`config.mk`:
```
export PLATFORM = sky130hd
export DESIGN_NAME = csv_line_field_splitter
export DESIGN_NICKNAME = d
export VERILOG_FILES = /design/src/hw/rtl/csvfs_pkg.sv /design/src/hw/rtl/csv_line_field_splitter.sv /design/src/hw/rtl/csvfs_in_stage.sv /design/src/hw/rtl/csvfs_parse.sv /design/src/hw/rtl/csvfs_out_buf.sv
export SDC_FILE = /design/constraint.sdc
export NUM_CORES = 1
export LEC_CHECK = 0
export BUFFER_PORTS_ARGS = -buffer_cell sky130_fd_sc_hd__buf_2
export CORE_MARGIN = 2
export CORE_UTILIZATION = 46
export DETAILED_ROUTE_END_ITERATION = 8
export PLACE_DENSITY_LB_ADDON = 0.3
export RECOVER_POWER = 50
export REMOVE_ABC_BUFFERS = 1
export SYNTH_ARGS = -nofsm -noshare
export SYNTH_HDL_FRONTEND = slang
export SYNTH_SLANG_ARGS = --single-unit
```
`constraint.sdc`:
```
create_clock -name clk -period 3.9 [get_ports clk]
set_clock_uncertainty 0.05 [all_clocks]
set_input_delay 0.585 -clock clk [delete_from_list [all_inputs] [get_ports clk]]
set_output_delay 0.585 -clock clk [all_outputs]
set_load 0.01 [all_outputs]
```
`src/hw/rtl/csvfs_pkg.sv`:
```
// Shared types and constants for the CSV line field splitter.
package csvfs_pkg;

	localparam logic [7:0] QUOTE_BYTE = 8'd34;
	localparam logic [7:0] SEP_RESET  = 8'd44;

	typedef struct packed {
		logic [7:0] in_byte;
		logic       line_last;
	} in_item_t;

	typedef struct packed {
		logic [7:0] out_byte;
		logic       byte_valid;
		logic       field_end;
		logic       line_end;
		logic       quote_error;
	} res_item_t;

endpackage

```
`src/hw/rtl/csv_line_field_splitter.sv`:
```
// Top level of the CSV line field splitter.
// Splits a CSV line, one byte per transfer with tlast on the line's final byte, into field
// content bytes and field/line markers. Quotes toggle quoting and are dropped, a doubled quote
// inside a quoted field yields one literal quote, the separator (cfg register, reset ',') ends
// a field only outside quotes, and control bytes are dropped. Each input byte gives zero or one
// result; the final byte always gives one with field_end and line_end set, and quote_error set
// if the line ended inside quotes. One byte is accepted every cycle while the output does not
// stall. A result passes the input register, then the result register, on its way to the output.
// While the output stalls, up to three result-bearing bytes are held (two in the result buffer,
// one in the input register) before s_tready drops.
// Write the separator only while the block is idle.
module csv_line_field_splitter (
	input  logic       clk,
	input  logic       arst_n,
	input  logic       cfg_we,
	input  logic [7:0] cfg_wdata,
	input  logic       s_tvalid,
	output logic       s_tready,
	input  logic [7:0] s_tdata,   // [7:0] in_byte
	input  logic       s_tlast,   // line_last
	output logic       m_tvalid,
	input  logic       m_tready,
	output logic [7:0] m_tdata,   // [7:0] out_byte
	output logic [2:0] m_tuser,   // [0] byte_valid, [1] field_end, [2] quote_error
	output logic       m_tlast    // line_end
);

	csvfs_pkg::in_item_t  in_item;
	csvfs_pkg::in_item_t  s1_item;
	csvfs_pkg::res_item_t res_item;
	csvfs_pkg::res_item_t out_item;
	logic                 s1_valid;
	logic                 s1_take;
	logic                 res_valid;
	logic                 res_ready;

	assign in_item.in_byte   = s_tdata;
	assign in_item.line_last = s_tlast;

	csvfs_in_stage u_in (
		.clk      (clk),
		.arst_n   (arst_n),
		.in_valid (s_tvalid),
		.in_ready (s_tready),
		.in_item  (in_item),
		.s1_valid (s1_valid),
		.s1_take  (s1_take),
		.s1_item  (s1_item)
	);

	csvfs_parse u_parse (
		.clk       (clk),
		.arst_n    (arst_n),
		.cfg_we    (cfg_we),
		.cfg_wdata (cfg_wdata),
		.s1_valid  (s1_valid),
		.s1_item   (s1_item),
		.res_ready (res_ready),
		.s1_take   (s1_take),
		.res_valid (res_valid),
		.res_item  (res_item)
	);

	csvfs_out_buf u_out (
		.clk       (clk),
		.arst_n    (arst_n),
		.res_valid (res_valid),
		.res_ready (res_ready),
		.res_item  (res_item),
		.out_valid (m_tvalid),
		.out_ready (m_tready),
		.out_item  (out_item)
	);

	assign m_tdata = out_item.out_byte;
	assign m_tuser = {out_item.quote_error, out_item.field_end, out_item.byte_valid};
	assign m_tlast = out_item.line_end;

endmodule

```
`src/hw/rtl/csvfs_in_stage.sv`:
```
// Input register stage: holds one accepted byte until the parser takes it.
module csvfs_in_stage (
	input  logic                clk,
	input  logic                arst_n,
	input  logic                in_valid,
	output logic                in_ready,
	input  csvfs_pkg::in_item_t in_item,
	output logic                s1_valid,
	input  logic                s1_take,
	output csvfs_pkg::in_item_t s1_item
);

	logic                valid_s1;
	csvfs_pkg::in_item_t item_s1;

	assign in_ready = !valid_s1 || s1_take;
	assign s1_valid = valid_s1;
	assign s1_item  = item_s1;

	always_ff @(posedge clk or negedge arst_n) begin
		if (!arst_n) begin
			valid_s1 <= 1'b0;
		end else if (in_ready) begin
			valid_s1 <= in_valid;
		end
	end

	always_ff @(posedge clk) begin
		if (in_valid && in_ready) begin
			item_s1 <= in_item;
		end
	end

endmodule

```
`src/hw/rtl/csvfs_parse.sv`:
```
// Parser: quote state, separator register and per-byte result decode.
module csvfs_parse (
	input  logic                 clk,
	input  logic                 arst_n,
	input  logic                 cfg_we,
	input  logic [7:0]           cfg_wdata,
	input  logic                 s1_valid,
	input  csvfs_pkg::in_item_t  s1_item,
	input  logic                 res_ready,
	output logic                 s1_take,
	output logic                 res_valid,
	output csvfs_pkg::res_item_t res_item
);

	logic [7:0] separator_q;
	logic       inside_q;
	logic       just_closed_q;

	logic [7:0] b;
	logic       is_quote;
	logic       is_ctrl;
	logic       nx_inside;
	logic       nx_closed;
	logic       emit;
	logic       keep;
	logic       sep_hit;
	logic [7:0] ob;
	logic       err;

	assign b        = s1_item.in_byte;
	assign is_quote = (b == csvfs_pkg::QUOTE_BYTE);
	assign is_ctrl  = b inside {[8'd0:8'd31], 8'd127};

	always_comb begin
		nx_inside = inside_q;
		nx_closed = 1'b0;
		keep      = 1'b0;
		sep_hit   = 1'b0;
		ob        = 8'd0;
		if (is_quote) begin
			if (inside_q) begin
				nx_inside = 1'b0;
				nx_closed = 1'b1;
			end else if (just_closed_q) begin
				// doubled quote: literal quote, section reopens
				nx_inside = 1'b1;
				keep      = 1'b1;
				ob        = csvfs_pkg::QUOTE_BYTE;
			end else begin
				nx_inside = 1'b1;
			end
		end else if (b == separator_q && !inside_q) begin
			sep_hit = 1'b1;
		end else if (!is_ctrl) begin
			keep = 1'b1;
			ob   = b;
		end
	end

	assign err  = s1_item.line_last && nx_inside;
	assign emit = keep || sep_hit || s1_item.line_last;

	always_comb begin
		res_item.out_byte    = err ? 8'd0 : ob;
		res_item.byte_valid  = keep && !err;
		res_item.field_end   = sep_hit || s1_item.line_last;
		res_item.line_end    = s1_item.line_last;
		res_item.quote_error = err;
	end

	assign s1_take   = s1_valid && (!emit || res_ready);
	assign res_valid = s1_valid && emit;

	always_ff @(posedge clk or negedge arst_n) begin
		if (!arst_n) begin
			separator_q   <= csvfs_pkg::SEP_RESET;
			inside_q      <= 1'b0;
			just_closed_q <= 1'b0;
		end else begin
			if (cfg_we) begin
				separator_q <= cfg_wdata;
			end
			if (s1_take) begin
				inside_q      <= nx_inside && !s1_item.line_last;
				just_closed_q <= nx_closed && !s1_item.line_last;
			end
		end
	end

endmodule

```
`src/hw/rtl/csvfs_out_buf.sv`:
```
// Two-entry result buffer; upstream ready comes from a register only.
module csvfs_out_buf (
	input  logic                 clk,
	input  logic                 arst_n,
	input  logic                 res_valid,
	output logic                 res_ready,
	input  csvfs_pkg::res_item_t res_item,
	output logic                 out_valid,
	input  logic                 out_ready,
	output csvfs_pkg::res_item_t out_item
);

	logic                 main_valid_q;
	logic                 skid_valid_q;
	csvfs_pkg::res_item_t main_q;
	csvfs_pkg::res_item_t skid_q;
	logic                 push;
	logic                 pop;

	assign res_ready = !skid_valid_q;
	assign push      = res_valid && res_ready;
	assign pop       = main_valid_q && out_ready;
	assign out_valid = main_valid_q;
	assign out_item  = main_q;

	always_ff @(posedge clk or negedge arst_n) begin
		if (!arst_n) begin
			main_valid_q <= 1'b0;
			skid_valid_q <= 1'b0;
		end else if (pop) begin
			if (skid_valid_q) begin
				skid_valid_q <= 1'b0;
			end else begin
				main_valid_q <= push;
			end
		end else if (push) begin
			if (main_valid_q) begin
				skid_valid_q <= 1'b1;
			end else begin
				main_valid_q <= 1'b1;
			end
		end
	end

	always_ff @(posedge clk) begin
		if (pop && skid_valid_q) begin
			main_q <= skid_q;
		end else if (push && (pop || !main_valid_q)) begin
			main_q <= res_item;
		end else if (push) begin
			skid_q <= res_item;
		end
	end

endmodule

```
# Word level (Yosys, flattened, before mapping)
# Index checks and enable logic that the tools add are counted.
# W data, S select, Z words.
[totals]
ff_bits = 46
latch_bits = 0
ram_bits = 0
mem_bits_ro = 0
in_bits = 22
elab_cells = 84
n_memories = 0
[op_classes]
add_sub_neg = 0
n_mul = 0
n_div = 0
order_cmp = 2
n_eq_ne = 4
shift = 0
muxes = 25
bitwise_logic = 2
reduce_logical = 33
[op_table]
columns = ["cell", "n"]
rows = [
  ["$mux W8", 5],
  ["$mux W12", 2],
  ["$mux W1", 17],
  ["$logic_and A1 B1 Y1", 13],
  ["$eq A8 B6 Y1 const B", 1],
  ["$eq A8 B7 Y1 const B", 1],
  ["$eq A8 B8 Y1", 1],
  ["$ge A8 B1 Y1 const B", 1],
  ["$le A8 B5 Y1 const B", 1],
  ["$reduce_bool A2 Y1", 4],
  ["$logic_not A1 Y1", 7],
  ["$logic_or A1 B1 Y1", 6],
  ["$mux W6", 1],
  ["$reduce_and A2 Y1", 2],
  ["$reduce_and A3 Y1", 1],
  ["$ne A2 B2 Y1 const B", 1],
  ["$not A1 Y1", 2],
]

# Depth between registers and ports, before layout
[logic_depth]
depth_word = 13
depth_mapped = 7

# Cells and area by module
# A second synthesis with hierarchy kept.
[unflattened]
hier_cells = 140
hier_area_um2 = 2117.0
[modules_own_cells]
columns = ["mod", "instances", "cells_each", "area_each_um2", "seq_area_each_um2"]
rows = [
  ["csvfs_out_buf", 1, 50, 1018.5, 770.7],
  ["csvfs_parse", 1, 77, 774.5, 254.0],
  ["csvfs_in_stage", 1, 13, 324.1, 295.3],
]

# Worst setup path before layout
# No wires, ideal clock.
[synth_timing]
path_kind = "reg-to-reg"
start = "register u_in.item_s1 (netlist bit u_in.s1_item[8])"
end = "register u_out.skid_q[0] (netlist bit) (enable)"
setup_time_ps = 390
t_arrival_ps = 2389
required_ps = 3460
slack_ps = 1071
path_stages_with_launch = 6
synth_period_minus_slack_ps = 2829
cell_sequence = "edfxtp_1 or4_4 nor3_2 or2_2 o221ai_2 nor4b_2"
[synth_via]
elab_chain_cells = 13
elab_cells_between_ends = 20
cone_classes = "2 x order compare; 3 x eq/ne; 5 x mux; 1 x bitwise; 9 x reduce/logical"
[synth_rtl]
columns = ["element", "line_no", "rtl"]
rows = [
  ["start, declared", "csvfs_in_stage.sv:14", "csvfs_pkg::in_item_t item_s1;"],
  ["start signal, assigned", "csvfs_in_stage.sv:30", "item_s1 <= in_item;"],
  ["$ge A8 B1 Y1 / $le A8 B5 Y1 (equally long branches)", "csvfs_parse.sv:32", "assign is_ctrl = b inside {[8'd0:8'd31], 8'd127};"],
  ["$logic_and A1 B1 Y1", "csvfs_parse.sv:32", ""],
  ["$reduce_bool A2 Y1", "csvfs_parse.sv:32", ""],
  ["$mux W1", "csvfs_parse.sv:54", "end else if (!is_ctrl) begin"],
  ["$mux W1", "csvfs_parse.sv:52", "end else if (b == separator_q && !inside_q) begin"],
  ["$mux W1", "csvfs_parse.sv:40", "if (is_quote) begin"],
  ["$logic_or A1 B1 Y1 * (2 in series)", "csvfs_parse.sv:61", "assign emit = keep || sep_hit || s1_item.line_last;"],
  ["$logic_and A1 B1 Y1 *", "csvfs_parse.sv:72", "assign res_valid = s1_valid && emit;"],
  ["$logic_and A1 B1 Y1 *", "csvfs_out_buf.sv:21", "assign push = res_valid && res_ready;"],
  ["$logic_and A1 B1 Y1", "csvfs_out_buf.sv:48", "end else if (push && (pop || !main_valid_q)) begin"],
  ["$not A1 Y1 (no source line)", "-", ""],
  ["$reduce_and A3 Y1 (no source line) *", "-", ""],
  ["end signal, assigned", "csvfs_out_buf.sv:51", "skid_q <= res_item;"],
  ["end, declared", "csvfs_out_buf.sv:16", "csvfs_pkg::res_item_t skid_q;"],
]
# Every way passes the cells marked *; elsewhere a longest branch is shown, timed or not.
# A chain may end at the register's enable or synchronous reset.

# Worst setup path after layout
[layout_timing]
start = "register u_in.item_s1 (netlist bit u_in.s1_item[8])"
end = "output port s_tready"
[layout_via]
elab_chain_cells = 12
elab_cells_between_ends = 19
cone_classes = "2 x order compare; 3 x eq/ne; 5 x mux; 9 x reduce/logical"
[layout_rtl]
columns = ["element", "line_no", "rtl"]
rows = [
  ["$ge A8 B1 Y1 / $le A8 B5 Y1 (equally long branches)", "csvfs_parse.sv:32", ""],
  ["$logic_and A1 B1 Y1", "csvfs_parse.sv:32", ""],
  ["$reduce_bool A2 Y1", "csvfs_parse.sv:32", ""],
  ["$mux W1", "csvfs_parse.sv:54", ""],
  ["$mux W1", "csvfs_parse.sv:52", ""],
  ["$mux W1", "csvfs_parse.sv:40", ""],
  ["$logic_or A1 B1 Y1 * (2 in series)", "csvfs_parse.sv:61", ""],
  ["$logic_not A1 Y1 *", "csvfs_parse.sv:71", "assign s1_take = s1_valid && (!emit || res_ready);"],
  ["$logic_or A1 B1 Y1 *", "csvfs_parse.sv:71", ""],
  ["$logic_and A1 B1 Y1 *", "csvfs_parse.sv:71", ""],
  ["$logic_or A1 B1 Y1 *", "csvfs_in_stage.sv:16", "assign in_ready = !valid_s1 || s1_take;"],
  ["end, declared", "csv_line_field_splitter.sv:18", "output logic s_tready,"],
]
# Marked as above.

==> results.cfg <==
[placement]
dp.cells = 250
gp_congestion = 0.985
dpl-instance-area_mm2 = 0.00233
place_hpwl_um = 2980
portBuffers = 35

[die]
core_area_mm2 = 0.00435
initial_utilization = 0.481
fp.dieH_um = 71.5
die-area_mm2 = 0.00511
die-width_um = 71.5
rows = 24
ios = 36

[timing]
setup_viol_count_final = 0
hold_viol_final = 0
final-max-slew-violation-count = 0
slew_headroom = 0.217
layout_min_cycle_time_ns = 3.18
tightest_slew_ns = 1.17
post-route-period-util = 0.815
fmax_mhz = 315
grt_setup_unrepaired = false
setup_tns_ns = 0

[setup_path]
crit_type = reg -> out
path_max_fanout = 7
worst_ep_required_time_ns = 3.26
arrival_ns = 2.54
cp-start-kind = flip-flop
worst_setup_path_end_kind = output pin
r2r.worst_path.cells = 5

[yosys]
synth_cells = 166
synth_top_area_cell = edfxtp_1
async_reset_ff_frac = 0.283
syn_area_mm2 = 0.00209
synth_top_area_share = 0.473
yosys.cell_types.count = 42
ys_seq_area_frac = 0.631
synth_area_leaders = edfxtp_1 47%, dfrtp_1 12%, mux2_2 4.8%, dfstp_2 3.8%, xor2_1 3.3%
syn_area_per_cell_um2 = 12.6
ys.flop_type = edfxtp_1
synth-edff-count = 33
ys_seq_elements = 46
ys_warn_count = 0

[layout]
fillers = 394
multi_input_area_um2 = 706
final_common_cell = edfxtp_1
area_growth_pct = 14.3
layout-drive-gt1-share = 0.233
seqCellArea_mm2 = 0.00132
postLayoutCellArea_mm2 = 0.00239
fin_cells = 258
final_nets = 228
final_cell_mix = 33 x edfxtp_1, 20 x buf_2, 15 x clkbuf_1, 14 x nor2_1, 14 x nand2_1
n_antenna_cell = 0

[clock_tree]
clkTransAtPathRegs_ns = 0.09
clockBufferDepth = 2
cts_max_level = 2
post_cts_buffers = 0
cts_resized = 0
hold_buffers = 0
cts_sinks = 46
root_buffer = clkbuf_8
cts_buffers = 5
cts_tree = built
insertion_delay_ns = 0.29

[detailed_routing]
wire_per_inst_um = 15.0
firstDrtPassIters = 4
ant_nets = 0
vias = 1411
drcViolationCount = 0
totalWireLength_um = 3870
drt_iter0_drc = 83
via_per_inst = 5.47

[pwr]
leakage_nw = 0.895
powerDensity_mw_per_mm2 = 604
worst_ir_drop_vdd_uv = 250

[grt]
grt_pass1_vias = 1392
antenna_found_initial = 0
gr-total-overflow = 0
grtUsageMet2 = 0.280
grt_pass1_wl_um = 6460
busiest_layer = met2
grt_max_degree = 21
grt_usage = 0.164
use_met3 = 0.0520
grt_use_met1 = 0.202

[outcome]
status = finished, final reports clean

[hold_path]
hold_path.class = in -> async

[flow_run]
maxCapViolCount = 0
[worst paths after layout]
| kind | from | to | slack (ns) |
|---|---|---|---|
| min in group clk | s_tdata[6] | u_in.s1_item[7] | 0.41 |
| worst min register to register | u_out.skid_q[10] | u_out.out_item[10] | 0.49 |
| worst max register to register | u_in.s1_item[8] | u_in.s1_item[6] | 1.11 |
| max in group asynchronous | arst_n | u_parse.separator_q[6] | 3.08 |
| worst max-delay path | u_in.s1_item[8] | s_tready | 0.72 |
| worst min-delay path | arst_n | u_out.skid_valid_q | 0.26 |
[cell type report]
cell class | count | share of cell area
clock inverter | 3 | 0.00994
sequential | 46 | 0.552
multi-input combinational | 105 | 0.295
clock buffer | 5 | 0.0288
timing repair buffer | 37 | 0.0717
inverter | 10 | 0.0157
tap | 52 | 0.0272
[through the flow]
step / hold WS (ns) / power [mW] / util / setup slack [ns]
floorplan: 0.239 / 1.03 / - / 1.07
detailed placement: 0.441 / 1.19 / 0.535 / 1.22
finish: 0.259 / 1.45 / 0.549 / 0.721
global route: 0.304 / 1.54 / 0.549 / 0.464
global placement: 0.432 / 1.17 / 0.535 / 1.29
CTS: 0.111 / 1.48 / 0.556 / 0.901
[metal layers]
metal  vias to the layer above  part of all wire
li1                        690                 -
met2                        44              0.51
met4                         0            0.0067
met1                       675              0.43
met3                         2             0.058
met5                         -                 0
[Yosys cell counts, types with 3 or more instances]
| master | instances |
|---|---|
| a21oi_1 | 4 |
| dfstp_2 | 3 |
| inv_1 | 10 |
| nor2_1 | 14 |
| nand4_1 | 3 |
| nand3_1 | 4 |
| nor2b_1 | 3 |
| o31ai_1 | 8 |
| xor2_1 | 8 |
| edfxtp_1 | 33 |
| nand2_1 | 14 |
| mux2_2 | 9 |
| clkbuf_1 | 4 |
| dfrtp_1 | 10 |
| o21ai_0 | 9 |
[where the power goes]
part / switching [mW] / internal [mW]
Combinational: 0.246 / 0.140
Sequential: 0.0748 / 0.694
Clock: 0.162 / 0.128
[logic make-up after synthesis]
family	synth area share
and+or+nand+nor	0.141
DFF	0.631
AOI/OAI and AO/OA	0.108
buffers and inverters	0.0275
muxes	0.0532
xor gates and xnor gates	0.0335
adders and majority gates	0.00598
[registers in the layout, summed over array words and instances, names as in the netlist]
name	flops
u_out.out_item	12
u_out.skid_q	12
u_in.s1_item	9
u_parse.separator_q	8
u_in.s1_valid	1
u_out.out_valid	1
u_out.skid_valid_q	1
u_parse.inside_q	1
u_parse.just_closed_q	1
[critical path, cell delays in order, from the launching register on]
cell and delay (ns):
edfxtp_1 0.48, or4_1 0.61, nor3_2 0.29, or2_2 0.17
o221ai_1 0.28, or2_1 0.29, buf_2 0.14
No activity file was read; power rests on OpenSTA's default activity.
